<file path="src/rtl/core/ste_pkg.sv">
// Shared types and constants for the surface texture extents block.
`default_nettype none

package ste_pkg;

  // Projections carry 20 fraction bits (Q.20 texels) in 42 bits.
  localparam int unsigned FRAC_BITS = 20;
  localparam int unsigned ACC_W     = 42;

  typedef logic signed [ACC_W-1:0] acc_t;

  // Accumulators restart at the extremes of the signed range.
  localparam acc_t ACC_MAX = {1'b0, {(ACC_W-1){1'b1}}};
  localparam acc_t ACC_MIN = {1'b1, {(ACC_W-1){1'b0}}};

  // Configuration register indexes.
  typedef enum logic [3:0] {
    CFG_S_COEF_X = 4'd0,
    CFG_S_COEF_Y = 4'd1,
    CFG_S_COEF_Z = 4'd2,
    CFG_S_OFFSET = 4'd3,
    CFG_T_COEF_X = 4'd4,
    CFG_T_COEF_Y = 4'd5,
    CFG_T_COEF_Z = 4'd6,
    CFG_T_OFFSET = 4'd7
  } cfg_idx_e;

  // Per-stage control that travels beside the data path.
  typedef struct packed {
    logic valid;
    logic last;
    logic special;
  } ctl_t;

  // Finished values for one texture axis.
  typedef struct packed {
    logic signed [20:0] tex_min;
    logic [15:0]        extent;
    logic [12:0]        light;
    logic               over;
  } axis_res_t;

endpackage

`default_nettype wire

</file>
<file path="src/rtl/core/ste_project.sv">
// Two-stage projection of a vertex onto one texture axis.
`default_nettype none

module ste_project (
  input  wire logic               clk_i,
  input  wire logic               en_i,
  input  wire logic signed [23:0] pos_x_i,
  input  wire logic signed [23:0] pos_y_i,
  input  wire logic signed [23:0] pos_z_i,
  input  wire logic signed [15:0] coef_x_i,
  input  wire logic signed [15:0] coef_y_i,
  input  wire logic signed [15:0] coef_z_i,
  input  wire logic signed [23:0] offset_i,
  output ste_pkg::acc_t           proj_o
);

  logic signed [39:0] prod_x_d, prod_y_d, prod_z_d;
  logic signed [39:0] prod_x_q, prod_y_q, prod_z_q;
  ste_pkg::acc_t      proj_d, proj_q;

  // Three independent products, one multiplier each.
  assign prod_x_d = pos_x_i * coef_x_i;
  assign prod_y_d = pos_y_i * coef_y_i;
  assign prod_z_d = pos_z_i * coef_z_i;

  always_ff @(posedge clk_i) begin
    if (en_i) begin
      prod_x_q <= prod_x_d;
      prod_y_q <= prod_y_d;
      prod_z_q <= prod_z_d;
    end
  end

  // The Q16.8 offset is aligned to Q.20 by a shift of twelve.
  assign proj_d = ste_pkg::acc_t'(prod_x_q) + ste_pkg::acc_t'(prod_y_q)
                + ste_pkg::acc_t'(prod_z_q) + (ste_pkg::acc_t'(offset_i) <<< 12);

  always_ff @(posedge clk_i) begin
    if (en_i) begin
      proj_q <= proj_d;
    end
  end

  assign proj_o = proj_q;

endmodule

`default_nettype wire

</file>
<file path="config.mk">
export PLATFORM = sky130hd
export DESIGN_NAME = ste_project
export DESIGN_NICKNAME = d
export VERILOG_FILES = /design/src/rtl/core/ste_pkg.sv /design/src/rtl/core/ste_project.sv
export SDC_FILE = /design/constraint.sdc
export NUM_CORES = 2
export LEC_CHECK = 0
export BUFFER_PORTS_ARGS = -buffer_cell sky130_fd_sc_hd__buf_2
export CAP_MARGIN = 20
export CORE_MARGIN = 2
export CORE_UTILIZATION = 40
export CTS_BUF_LIST = sky130_fd_sc_hd__clkbuf_4
export CTS_CLUSTER_SIZE = 30
export DETAILED_ROUTE_END_ITERATION = 8
export PLACE_DENSITY_LB_ADDON = 0.25
export SYNTH_ARGS = -nofsm -noshare
export SYNTH_HDL_FRONTEND = slang
export SYNTH_SLANG_ARGS = --single-unit
</file>
<file path="constraint.sdc">
create_clock -name clk_i -period 6.85 [get_ports clk_i]
set_clock_uncertainty 0.2 [all_clocks]
set_input_delay 1.0275 -clock clk_i [delete_from_list [all_inputs] [get_ports clk_i]]
set_output_delay 1.0275 -clock clk_i [all_outputs]
set_load 0.02 [all_outputs]
</file>
==> flow_summary.json <==
{
  "wirelength_um": 125600,
  "cp_max_fo": 7,
  "period_needed_ps": 6711,
  "ant_nets": 0,
  "drv_cap": 0,
  "viasPerCell": 4.816,
  "crit_type": "primary input to flop",
  "synthTopCellsByCount": "inv_1, fa_1, nand2_1",
  "netlist_instances": 5140,
  "status": "finished clean",
  "initial_core_util": 0.4046,
  "htree_levels": 4,
  "busiest_layer": "met2",
  "finalMaxSlewViolations": 0,
  "synthMuxAreaShare": 0,
  "critPathMaxStageDelay_ps": 560,
  "synth_seq_area_share": 0.09839,
  "synthArstFlopShare": 0,
  "hold_viol_final": 0,
  "antenna_found_initial": 16,
  "crit_required_ps": 7010,
  "place_congestion": 0.8973,
  "slew_headroom": 0.4014,
  "drc": 0,
  "placed_area_um2": 56760,
  "synth_top_area_frac": 0.4826,
  "clock_sinks": 162,
  "reg2reg_depth": 12,
  "fin_hold_ws_ps": 569.1,
  "timing.rr.start": "prod_y_q[12]$_DFFE_PP_",
  "fin_crit_sh": 0.9797,
  "fin_area_um2": 58010,
  "syn-num-nets": 6822,
  "synth.cell_area_um2": 49440,
  "clk_pin_slew_ps": 150,
  "fmaxAchievable_ghz": 0.1490,
  "synth_compound_area_frac": 0.05246,
  "hold_path.class": "flop to flop",
  "post-route-util": 0.4747,
  "synth-xor-area-share": 0.03029,
  "start_kind": "primary input",
  "met1_usage": 0.2886,
  "place.detailed.hpwl_um": 111500,
  "drtIter0Drc": 1848,
  "hold_depth": 2,
  "nets": 7449,
  "cts-root-buf": "clkbuf_4",
  "synth_top_area_cell": "fa_1",
  "synth_cell_types": 75,
  "crit_top_cell": "fa_2",
  "synth-simple-area-share": 0.1360,
  "rows": 128,
  "yosys.cell_count.top_type": "inv_1",
  "setup_violations": 0,
  "ys.flop_type": "edfxtp_1",
  "min_from": "prod_x_q[1]$_DFFE_PP_",
  "wl_per_cell_um": 16.94,
  "use_met3": 0.01834,
  "grtUsageTotal": 0.2064,
  "regToRegSetupSlack_ps": 2230,
  "r2r-end": "proj_o[37]$_DFFE_PP_",
  "crit_buf_inv": 9,
  "worst_pin_slew_ps": 898.0,
  "cts_made_buffers": 17,
  "num_vias": 35700,
  "grt_pass1_vias": 38740,
  "tns_ps": 0,
  "arrival_ps": 6870,
  "design.die.area_um2": 126400,
  "cp_slowest_cell": "fa_2",
  "core_area_um2": 122200,
  "insertion_delay_ps": 610,
  "min_to": "proj_o[1]$_DFFE_PP_",
  "synth_fa_ha_area_frac": 0.5697,
  "met2_usage": 0.3491,
  "port_buffers": 187,
  "ios": 188,
  "grt_max_degree": 94,
  "rsz0062_at_grt": "yes",
  "die_y_um": 355.6,
  "critical-path-top-delay-family": "adder cells",
  "synthTopCellsByArea": "fa_1, inv_1, edfxtp_1",
  "fillerInstances": 11640,
  "synth_edf_count": 162,
  "synth_top_family_by_area": "adder cells",
  "ys_seq_elements": 162,
  "grt_overflow": 0,
  "dr.pass1.iters": 5,
  "cp-end-kind": "flop",
  "cts_buffer_depth": 2,
  "avgSynthCellArea_um2": 9.620,
  "yosysWarnings": 0,
  "final_layout_size_suffix_gt1_frac": 0.1690,
  "area_growth_pct": 17.32,
  "grt_pass1_wl_um": 206400,
  "cts_tree": "yes",
  "chipWidth_um": 355.6
}
layout by cell type, fill, tap and decap left out, drive strengths merged, types with 34 or more instances in the layout:
cell type	n
xor2	34
nand2b	37
clkbuf	41
ha	344
nand2	680
inv	1321
nor2	118
edfxtp	162
fa	1192
xnor2	137
o21ai	69
buf	758
and2	461
a21oi	123
a21o	62
worst max path at each step:
stage | from | end | slack, ps | depth (start not counted)
floorplan | pos_x_i[7] | prod_x_q[39]$_DFFE_PP_ | -220 | 24
global placement | coef_y_i[1] | prod_y_q[38]$_DFFE_PP_ | -740 | 24
detailed placement | coef_y_i[1] | prod_y_q[38]$_DFFE_PP_ | -760 | 24
CTS | coef_x_i[4] | prod_x_q[38]$_DFFE_PP_ | 6 | 28
global route | coef_x_i[2] | prod_x_q[39]$_DFFE_PP_ | -60 | 24
finish | coef_x_i[4] | prod_x_q[38]$_DFFE_PP_ | 140 | 27
state kept, by name (all words and copies together), names as in the netlist:
signal    count
proj_o       42
prod_x_q     40
prod_y_q     40
prod_z_q     40
cell families (layout without fill, tap and decap cells):
group | count (synthesis) | in the layout
AOI/OAI and AO/OA | 383 | 383
buffers and inverters | 1490 | 2130
adders and majority gates | 1536 | 1536
and+or+nand+nor | 1398 | 1398
other | 0 | 8
DFF | 162 | 162
xor gates and xnor gates | 171 | 171
metal layers:
metal  vias to the layer above  share of wire
met2                       715           0.49
met1                     18470           0.45
li1                      16370              -
met3                       132          0.043
met4                        10          0.021
met5                         -        0.00049
what timing repair did:
action | 4_1_cts | 5_1_grt
hold buffers | 0 | 0
endpoints found under the setup margin | 8 | 33
gates resized for setup | 11 | 248
pin swaps | 4 | 82
gates cloned | 0 | 1
setup buffers | 1 | 11
per-stage QoR:
step / worst slack (ps) / cells
after floorplan: -222.4 / 5140
after CTS: 6.278 / 7396
after global routing: -63.94 / 7413
after global placement: -742.6 / 7363
after detailed placement: -756.7 / 7363
final: 139.3 / 7413
layout make-up:
class,instances,area (um2),area share
clock inverter,14,173.9,0.002998
multi-input combinational,3488,39790,0.6860
tap,1625,2033,0.03505
antenna,8,20.02,0.0003451
timing repair buffer,781,6041,0.1041
sequential,162,4865,0.08386
inverter,1317,4949,0.08531
clock buffer,18,135.1,0.002329
tightest hold or removal path, stage by stage, from the launching register on:
cell and delay (ps):
edfxtp_1 380, fa_1 170, ha_1 120
Power is left out: the tool's default activity adds up to more than one toggle a clock period on the data nets, which glitch-free logic cannot reach.
