[config.mk]
export PLATFORM = sky130hd
export DESIGN_NAME = ste_finish
export DESIGN_NICKNAME = d
export VERILOG_FILES = /design/src/rtl/core/ste_pkg.sv /design/src/rtl/core/ste_finish.sv
export SDC_FILE = /design/constraint.sdc
export NUM_CORES = 1
export LEC_CHECK = 0
export ABC_AREA = 1
export ABC_CLOCK_PERIOD_IN_PS = 6300
export BUFFER_PORTS_ARGS = -buffer_cell sky130_fd_sc_hd__buf_4
export CORE_AREA = 2 2 102 104
export DETAILED_ROUTE_END_ITERATION = 12
export DIE_AREA = 0 0 104 106
export REMOVE_ABC_BUFFERS = 1
export SKIP_LAST_GASP = 1
export SLEW_MARGIN = 20
export SYNTH_ARGS = -nofsm -noshare
export SYNTH_HDL_FRONTEND = slang
export SYNTH_SLANG_ARGS = --single-unit
[constraint.sdc]
create_clock -name vclk -period 6.3
set_input_delay 0.315 -clock vclk [all_inputs]
set_output_delay 0.315 -clock vclk [all_outputs]
set_load 0.1 [all_outputs]
[src/rtl/core/ste_pkg.sv]
// Shared types and constants for the surface texture extents block.
`default_nettype none

package ste_pkg;

  // Projections carry 20 fraction bits (Q.20 texels) in 42 bits.
  localparam int unsigned FRAC_BITS = 20;
  localparam int unsigned ACC_W     = 42;

  typedef logic signed [ACC_W-1:0] acc_t;

  // Accumulators restart at the extremes of the signed range.
  localparam acc_t ACC_MAX = {1'b0, {(ACC_W-1){1'b1}}};
  localparam acc_t ACC_MIN = {1'b1, {(ACC_W-1){1'b0}}};

  // Configuration register indexes.
  typedef enum logic [3:0] {
    CFG_S_COEF_X = 4'd0,
    CFG_S_COEF_Y = 4'd1,
    CFG_S_COEF_Z = 4'd2,
    CFG_S_OFFSET = 4'd3,
    CFG_T_COEF_X = 4'd4,
    CFG_T_COEF_Y = 4'd5,
    CFG_T_COEF_Z = 4'd6,
    CFG_T_OFFSET = 4'd7
  } cfg_idx_e;

  // Per-stage control that travels beside the data path.
  typedef struct packed {
    logic valid;
    logic last;
    logic special;
  } ctl_t;

  // Finished values for one texture axis.
  typedef struct packed {
    logic signed [20:0] tex_min;
    logic [15:0]        extent;
    logic [12:0]        light;
    logic               over;
  } axis_res_t;

endpackage

`default_nettype wire

[src/rtl/core/ste_finish.sv]
// Block rounding, extent and lightmap size for one texture axis.
`default_nettype none

module ste_finish #(
  parameter int unsigned BLOCK_SHIFT  = 4,
  parameter int unsigned EXTENT_LIMIT = 512
) (
  input  wire ste_pkg::acc_t  min_i,
  input  wire ste_pkg::acc_t  max_i,
  output ste_pkg::axis_res_t  res_o
);

  localparam int unsigned Sh = ste_pkg::FRAC_BITS + BLOCK_SHIFT;
  localparam logic signed [51:0] RoundAdd  = (52'sd1 <<< Sh) - 52'sd1;
  localparam logic signed [51:0] TexMinMax = 52'sd1048575;
  localparam logic signed [51:0] TexMinMin = -52'sd1048576;
  localparam logic signed [51:0] ExtSat    = 52'sd65535;
  localparam logic signed [51:0] LightSat  = 52'sd4096;
  localparam logic signed [51:0] Limit     = 52'(EXTENT_LIMIT);

  logic signed [51:0] mn_w, mx_w, bmin, bmax, span, tm, ex, lw;

  // Arithmetic shift floors; adding one block less one before it ceils.
  always_comb begin
    mn_w = 52'(min_i);
    mx_w = 52'(max_i);
    bmin = mn_w >>> Sh;
    bmax = (mx_w + RoundAdd) >>> Sh;
    span = bmax - bmin;
    tm   = bmin <<< BLOCK_SHIFT;
    ex   = span <<< BLOCK_SHIFT;
    lw   = span + 52'sd1;
  end

  // Saturate each field to its output range.
  always_comb begin
    priority if (tm > TexMinMax) begin
      res_o.tex_min = TexMinMax[20:0];
    end else if (tm < TexMinMin) begin
      res_o.tex_min = TexMinMin[20:0];
    end else begin
      res_o.tex_min = tm[20:0];
    end
    res_o.extent = (ex > ExtSat) ? 16'hFFFF : ex[15:0];
    res_o.light  = (lw > LightSat) ? 13'd4096 : lw[12:0];
    res_o.over   = (ex > Limit);
  end

endmodule

`default_nettype wire
==> summary.txt, run 1 <==
Cells and area
  – Layout area overhead: 31.8%
  – Most frequent cells in the layout: 182 x nand2_1, 111 x buf_4, 104 x inv_1
  – Final net count: 783
  – Commonest non-fill, non-tap cell in the layout: nand2_1
  – Sequential cell area: 0 µm²
  – FF+latch count: 0
  – Number of diodes: 0
  – Core Util, Final: 0.382
  – Final instance area: 3820 µm²
  – Fraction of layout cells with a size suffix above 1: 0.249
  – Clock buffer cells: 0

Clock tree
  – Post-CTS Resized: 0
  – CTS hold repair buffers: 0
  – Post-CTS Setup Inserts: 0

Drt
  – Drt pass-1 iters: 4
  – Met2 WL: 4050 µm
  – Iteration-0 DRC Markers: 107
  – Met3 Routed Length: 289 µm
  – Vias post-DR: 3609
  – Vias per cell: 4.45
  – Antenna-violating nets left: 0
  – Top sig layer: met4
  – Final WL: 8700 µm
  – Routed len/inst: 10.7 µm
  – Post-Route M1 WL: 4290 µm
  – Drt drc: 0

Floorplanning
  – Std cell rows: 37
  – Die H: 106 µm
  – Starting Density: 0.290
  – Die X-Extent: 104 µm
  – Core ar.: 10000 µm²
  – Ports: 135
  – Die area: 11000 µm²

STA
  – Min cycle time layout: 5.19 ns
  – Final Max Slew Viols: 0
  – Fmax: 0.193 GHz
  – Final setup fails: 0
  – Worst relative slew slack: 0.541
  – Measured slew at the worst slew-check pin: 0.688 ns
  – Unrepaired setup endpoints after global routing: false
  – Hold Violations, Final: 0
  – Fin crit share: 0.824

Setup path
  – Kind of critical path: in2out
  – Worst path arrival time: 4.88 ns
  – Largest delay contributor family on the critical path: simple AND/OR/NAND/NOR gates
  – Slowest CP cell: ha_1
  – Req. time, crit path: 5.98 ns
  – Crit start category: input port
  – CP Launch Point: max_i[22]
  – Most Frequent Cell on Critical Path: nor2_1
  – Crit-path max FO: 13
  – Number of buffers and inverters on the critical path: 3
  – Setup crit end kind: output pin
  – Max stage delay on crit path: 0.38 ns

Yosys
  – Yosys top cell area share: 0.236
  – Ys Warns: 0
  – Sequential area share after synthesis: 0
  – Synth unique cells: 34
  – Mapped cell area: 2900 µm²
  – Mapped Cells: 577
  – Area leader, netlist: nand2_1
  – Area contributors post-synth: nand2_1 24%, inv_1 13%, ha_1 9.1%, nor2_1 8.8%, nand3_1 8.6%
  – Syn_area_per_cell: 5.02 µm²

Placement
  – Post-DP Area: 3820 µm²
  – RePlAce Congestion: 0.842
  – Post-DP HPWL: 7730 µm
  – Number of port buffers: 111

Global route
  – Initial antenna violation count: 0
  – GRT Util Overall: 0.154
  – Gr ovfl total: 0
  – Global-route wire length before repair: 14900 µm
  – Vias in the first global route: 3417
  – Largest net degree at the start of global routing: 17

Worst hold path
  – Hold Path Class: in2out
  – Hold Crit Start: min_i[41]

Run
  – Max cap viols: 0

Run status
  – Status: complete, no violations

Power
  – Leak: 2.20 nW
  – VDD IR max: 0.111 mV
  – PD cells: 223 nW/µm²
  – Pwr Total: 0.851 mW
## metal layers
layer  vias up  global-route usage
li1       2001                   -
met1      1534               0.205
met2        68               0.284
met3         6             0.00736
met4         0              0.0145
met5         -                   0
## power breakdown
group | internal, mW | switching, mW | total [mW] | leakage [nW]
registers | 0 | 0 | 0 | 0
clock network | 0 | 0 | 0 | 0
logic | 0.195 | 0.656 | 0.851 | 2.20
## cell type report
class                      instances  area, µm²
fill                            1169       6180
inverter                         112        420
multi-input combinational        452       2400
tap                              136        170
timing repair buffer             111        833
## path summary, 6_finish.rpt
| kind | slack [ns] | end | cells past startpoint |
|---|---|---|---|
| setup / recovery | 1.11 | res_o[2] | 31 |
| hold / removal | 0.97 | res_o[50] | 2 |
## through the flow
| stage | TNS, ns | std cells | setup slack (ns) | hold WS (ns) |
|---|---|---|---|---|
| final | 0 | 811 | 1.11 | 0.972 |
| after global placement | 0 | 811 | 1.21 | 0.972 |
| after detailed placement | 0 | 811 | 1.10 | 0.972 |
| after CTS | 0 | 811 | 1.09 | 0.973 |
| after global routing | 0 | 811 | 0.475 | 0.980 |
| after floorplan | -104.56 | 564 | -4.53 | 0.630 |
## cells by family after synthesis
logic type | share of synthesized area
compound gates | 0.108
buf+inv | 0.174
simple gates | 0.578
fa+ha+maj | 0.0975
xor+xnor | 0.0423
## synthesized netlist by cell type, drive strengths merged
master	instances
xnor2	4
ha	21
nor4	3
xor2	10
fa	1
inv	112
buf	10
nand3	57
a211oi	1
clkbuf	3
o21bai	3
a21oi	40
nor2	78
a21o	1
nand2	199
a2111oi	1
nand4	17
or2	1
nor3	6
and2	2
o21ai	5
nand3b	2
(Power assumes the default switching activity.)
==> run 2: changes to the inputs <==
--- a/config.mk
+++ b/config.mk
@@ -6,7 +6,7 @@
 export NUM_CORES = 1
 export LEC_CHECK = 0
 export ABC_AREA = 1
-export ABC_CLOCK_PERIOD_IN_PS = 6300
+export ABC_CLOCK_PERIOD_IN_PS = 4600
 export BUFFER_PORTS_ARGS = -buffer_cell sky130_fd_sc_hd__buf_4
 export CORE_AREA = 2 2 102 104
 export DETAILED_ROUTE_END_ITERATION = 12
==> constraint.sdc (replaced) <==
create_clock -name vclk -period 4.6
set_input_delay 0.23 -clock vclk [all_inputs]
set_output_delay 0.23 -clock vclk [all_outputs]
set_load 0.1 [all_outputs]
==> run 2 against run 1 <==
Compared with the run above:
- global-route usage rose by 0.37 points
- cell count rose by 3.7%
- combinational power rose by 60%
- first-iteration DRC count fell by 16%
- largest cell class unchanged
- non-clock buffer count rose by 29
- critical path depth rose by 2
- highest routed layer unchanged
- sequential share of layout area did not move
==> summary.txt, run 2 (same netlist as run 1, synthesis figures left out) <==
Cells and area
  – Fill cells: 1099 (-6.0%)
  – FF+latch count: 0 (unchanged)
  – Sequential cell area: 0 µm² (unchanged)
  – Most frequent cells in the layout: 164 x nand2_1, 126 x buf_4, 102 x inv_1
  – Commonest non-fill, non-tap cell in the layout: nand2_1
  – Clock buffer cells: 0 (unchanged)
  – Layout area overhead: 58.8%
  – Number of diodes: 0 (unchanged)
  – Fraction of layout cells with a size suffix above 1: 0.366 (+0.117)
  – Final net count: 813 (+3.8%)

Power
  – Sw Pwr: 0.974 mW (+48%)
  – Cell Int Power: 0.390 mW (+100%)
  – Leak: 2.46 nW (+12%)
  – Comb pwr share: 1.000 (about the same)
  – Clk pwr share: 0 (unchanged)
  – Seq pwr share: 0 (unchanged)
  – Switching part of the total: 0.714 (-0.0568)
  – PD cells: 296 nW/µm² (+33%)
  – VDD IR max: 0.177 mV (+60%)

STA
  – Unrepaired setup endpoints after global routing: true
  – Fin crit share: 0.951
  – Measured slew at the worst slew-check pin: 0.698 ns (+0.0104 ns)
  – Worst relative slew slack: 0.534 (-0.00695)
  – Final worst hold slack: 0.803 ns (-0.169 ns)
  – Hold Violations, Final: 0 (unchanged)
  – Min cycle time layout: 4.38 ns
  – Final setup fails: 0 (unchanged)
  – Fmax: 0.229 GHz
  – PnR worst setup slack: 0.225 ns (-0.883 ns)
  – Final Max Slew Viols: 0 (unchanged)

Drt
  – Routed len/inst: 11.2 µm (+4.6%)
  – Antenna-violating nets left: 0 (unchanged)
  – Iteration-0 DRC Markers: 90 (-16%)
  – Drt drc: 0 (unchanged)
  – Drt pass-1 iters: 4 (unchanged)
  – Vias per cell: 4.55 (+2.2%)
  – Final WL: 9440 µm (+8.5%)
  – Vias post-DR: 3825 (+6.0%)

Floorplanning
  – Core ar.: 10000 µm² (unchanged)
  – Die H: 106 µm (unchanged)
  – Std cell rows: 37 (unchanged)
  – Starting Density: 0.290 (unchanged)
  – Ports: 135 (unchanged)
  – Die X-Extent: 104 µm (unchanged)
  – Die area: 11000 µm² (unchanged)

Setup path
  – Req. time, crit path: 4.37 ns (-1.61 ns)
  – Kind of critical path: in2out
  – Crit start category: input port
  – Max stage delay on crit path: 0.26 ns (-0.12 ns)
  – Largest delay contributor family on the critical path: simple AND/OR/NAND/NOR gates
  – Slowest CP cell: ha_4
  – Crit-path max FO: 6 (-7)
  – Number of buffers and inverters on the critical path: 8 (+5)
  – Most Frequent Cell on Critical Path: nor2_4
  – Worst path arrival time: 4.15 ns (-0.73 ns)
  – Setup crit end kind: output pin

Global route
  – Largest net degree at the start of global routing: 17 (unchanged)
  – GRT Util Overall: 0.158 (+0.00374)
  – Vias in the first global route: 3586 (+4.9%)
  – Gr ovfl total: 0 (unchanged)
  – Initial antenna violation count: 0 (unchanged)
  – Global-route wire length before repair: 15300 µm (+2.6%)

Placement
  – RePlAce Congestion: 0.826 (-1.8%)
  – Number of port buffers: 111 (unchanged)
  – Post-Place Setup Slack: -0.0260 ns (-1.13 ns)
  – Post-DP HPWL: 7950 µm (+2.8%)

Clock tree
  – CTS hold repair buffers: 0 (unchanged)

Worst hold path
  – Hold Path Class: in2out

Run status
  – Status: complete, no violations

Run
  – Max cap viols: 0 (unchanged)
## run 2: timing repair
action / CTS / global route
resized for setup: 4 / 124
setup buffers: 0 / 6
pin swaps: 0 / 34
cloned: 0 / 1
endpoints found under the setup margin: 6 / 30
## run 2: final timing paths
path	startpoint	end	slack [ns]	cells past startpoint
min	min_i[41]	res_o[50]	0.80	2
max	max_i[22]	res_o[9]	0.22	33
## run 2: area by class of cell
cell class / count / area, µm² / share of cell area
Tap cell: 136 / 170 / 0.0370
Timing Repair Buffer: 140 / 1190 / 0.258
Multi-Input combinational cell: 453 / 2820 / 0.613
Inverter: 112 / 420 / 0.0913
## run 2: power groups by stage
| stage | combinational, mW | sequential, mW | clock, mW |
|---|---|---|---|
| 2_1_floorplan | 0.922 | 0 | 0 |
| 3_3_place_gp | 1.20 | 0 | 0 |
| 3_5_place_dp | 1.21 | 0 | 0 |
| 4_1_cts | 1.22 | 0 | 0 |
| 5_1_grt | 1.45 | 0 | 0 |
| 6_report | 1.36 | 0 | 0 |
## run 2: layer usage
| layer | up-vias | track usage | wire length, µm |
|---|---|---|---|
| li1 | 2061 | - | - |
| met1 | 1694 | 0.209 | 4310 |
| met2 | 66 | 0.296 | 4830 |
| met3 | 4 | 0.00736 | 264 |
| met4 | 0 | 0.00965 | 34 |
| met5 | - | 0 | 0 |
## run 2: metrics by stage
| stage | setup TNS (ns) | power (mW) | cells | cell area [µm²] | utilization |
|---|---|---|---|---|---|
| after floorplan | -159.37 | 0.922 | 564 | 2810 | - |
| after global placement | 0 | 1.20 | 834 | 4000 | 0.400 |
| after detailed placement | -0.0449 | 1.21 | 834 | 4000 | 0.400 |
| after CTS | 0 | 1.22 | 834 | 4020 | 0.402 |
| after global routing | -0.314 | 1.45 | 841 | 4600 | 0.460 |
| final | 0 | 1.36 | 841 | 4600 | 0.460 |
==> run 3: changes to the inputs <==
--- a/config.mk
+++ b/config.mk
@@ -8,9 +8,10 @@
 export ABC_AREA = 1
 export ABC_CLOCK_PERIOD_IN_PS = 4600
 export BUFFER_PORTS_ARGS = -buffer_cell sky130_fd_sc_hd__buf_4
-export CORE_AREA = 2 2 102 104
+export CORE_AREA = 2 2 84 86
 export DETAILED_ROUTE_END_ITERATION = 12
-export DIE_AREA = 0 0 104 106
+export DIE_AREA = 0 0 86 88
+export PLACE_DENSITY = 0.79
 export REMOVE_ABC_BUFFERS = 1
 export SKIP_LAST_GASP = 1
 export SLEW_MARGIN = 20
==> run 3 against run 2 <==
Compared with the run above:
- sequential cell count is the same
- cell area shrank 0.52%
- combinational power is essentially flat
- cell count shrank 5.7%
- utilization grew 23 points
- worst hold slack lost 0.0011 ns
- count of clock-buffer cells in the layout is the same
- critical endpoint is now res_o[7]
- largest power group unchanged
==> summary.txt, run 3 (same netlist as run 1, synthesis figures left out) <==
Drt
  – Met2 WL: 4890 µm (+1.2%)
  – Met3 Routed Length: 241 µm (-8.7%)
  – Antenna-violating nets left: 0 (unchanged)
  – Post-Route M1 WL: 4130 µm (-4.3%)
  – Drt pass-1 iters: 4 (unchanged)
  – Top sig layer: met4
  – Drt drc: 0 (unchanged)
  – Iteration-0 DRC Markers: 162 (+80%)
  – Vias post-DR: 3945 (+3.1%)
  – Final WL: 9290 µm (-1.5%)
  – Vias per cell: 4.97 (+9.4%)
  – Routed len/inst: 11.7 µm (+4.4%)

Placement
  – Post-Place Setup Slack: -0.0148 ns (+0.0112 ns)
  – Number of port buffers: 111 (unchanged)
  – Post-DP HPWL: 7470 µm (-6.0%)
  – RePlAce Congestion: 0.879 (+6.4%)

Global route
  – Initial antenna violation count: 0 (unchanged)
  – Global-route wire length before repair: 14400 µm (-6.2%)
  – Vias in the first global route: 3416 (-4.7%)
  – GRT Util Overall: 0.221 (+0.0632)
  – Largest net degree at the start of global routing: 17 (unchanged)
  – Gr ovfl total: 0 (unchanged)

Floorplanning
  – Core ar.: 6640 µm² (-34%)
  – Starting Density: 0.436 (+0.146)
  – Std cell rows: 30 (-19%)
  – Ports: 135 (unchanged)
  – Die X-Extent: 86 µm (-17%)
  – Die area: 7570 µm² (-31%)
  – Die H: 88 µm (-17%)

Setup path
  – Worst path arrival time: 4.17 ns (+0.02 ns)
  – Crit start category: input port
  – Setup crit end kind: output pin
  – Slowest CP cell: ha_1
  – Req. time, crit path: 4.37 ns (about the same)
  – Kind of critical path: in2out
  – Crit-path max FO: 6 (unchanged)
  – Max stage delay on crit path: 0.37 ns (+0.11 ns)

Worst hold path
  – Worst Hold End: res_o[50]
  – Hold path depth: 2 (unchanged)
  – Hold Path Class: in2out
  – Hold Crit Start: min_i[41]

STA
  – Hold Violations, Final: 0 (unchanged)
  – Final setup fails: 0 (unchanged)
  – Fin crit share: 0.957 (+0.00533)
  – Worst relative slew slack: 0.560 (+0.0262)
  – Min cycle time layout: 4.40 ns (+0.0245 ns)
  – PnR worst setup slack: 0.200 ns (-0.0245 ns)
  – Fmax: 0.227 GHz (-0.56%)
  – Final Max Slew Viols: 0 (unchanged)
  – Measured slew at the worst slew-check pin: 0.659 ns (-0.0393 ns)

Power
  – Pwr Total: 1.38 mW (+0.95%)
  – Leak: 2.48 nW (+1.0%)
  – PD cells: 301 nW/µm² (+1.5%)
  – VDD IR max: 0.203 mV (+15%)

Cells and area
  – Sequential cell area: 0 µm² (unchanged)
  – Core Util, Final: 0.689 (+0.229)
  – Final net count: 821 (+0.98%)
  – FF+latch count: 0 (unchanged)
  – Clock buffer cells: 0 (unchanged)
  – Number of diodes: 0 (unchanged)
  – Most frequent cells in the layout: 164 x nand2_1, 134 x buf_4, 98 x inv_1
  – Layout area overhead: 58.0%
  – Commonest non-fill, non-tap cell in the layout: nand2_1
  – Fraction of layout cells with a size suffix above 1: 0.390 (+0.0239)

Run status
  – Status: complete, no violations

Run
  – Max cap viols: 0 (unchanged)

Clock tree
  – CTS hold repair buffers: 0 (unchanged)
run 3: worst max path at each step:
stage / startpoint / end / slack, ns / depth (start not counted)
after floorplan: max_i[22] / res_o[18] / -6.06 / 29
after global placement: max_i[22] / res_o[1] / 0.11 / 31
after detailed placement: max_i[22] / res_o[2] / -0.01 / 31
after CTS: max_i[22] / res_o[2] / -0.003 / 31
after global routing: max_i[22] / res_o[7] / -0.11 / 32
final: max_i[18] / res_o[7] / 0.20 / 32
run 3: repair_timing:
action	in CTS	in global routing
buffers inserted	0	12
setup endpoints to repair	2	30
gates resized for setup	2	133
pin swaps	0	37
gates cloned	0	1
hold endpoints to repair	0	0
run 3: metrics by stage:
stage          setup TNS, ns  hold WS (ns)  cell area (µm²)  instances
3_5_place_dp         -0.0148         0.803             3950        780
6_report                   0         0.802             4580        793
2_1_floorplan        -159.37         0.460             2810        564
5_1_grt               -0.990         0.808             4580        793
4_1_cts             -0.00288         0.803             3960        780
3_3_place_gp               0         0.801             3950        780
run 3: layer usage:
| metal | up-vias | global-route usage |
|---|---|---|
| li1 | 2071 | - |
| met1 | 1787 | 0.296 |
| met2 | 83 | 0.416 |
| met3 | 4 | 0.00189 |
| met4 | 0 | 0.0130 |
| met5 | - | 0 |
run 3: report_power, final:
| group | switching [mW] | internal [mW] |
|---|---|---|
| Sequential | 0 | 0 |
| Combinational | 0.981 | 0.396 |
| Clock | 0 | 0 |
| Total | 0.981 | 0.396 |
run 3: final cells by class:
type	count	area [µm²]
Fill cell	585	2060
Multi-Input combinational cell	453	2810
Timing Repair Buffer	148	1250
Inverter	112	420
Tap cell	80	100
run 3: critical path, delay by kind of cell:
| family | cells | cell delay, ns |
|---|---|---|
| compound gates | 2 | 0.38 |
| xor+xnor | 1 | 0.15 |
| fa+ha+maj | 1 | 0.37 |
| buf+inv | 5 | 0.57 |
| simple gates | 23 | 2.43 |
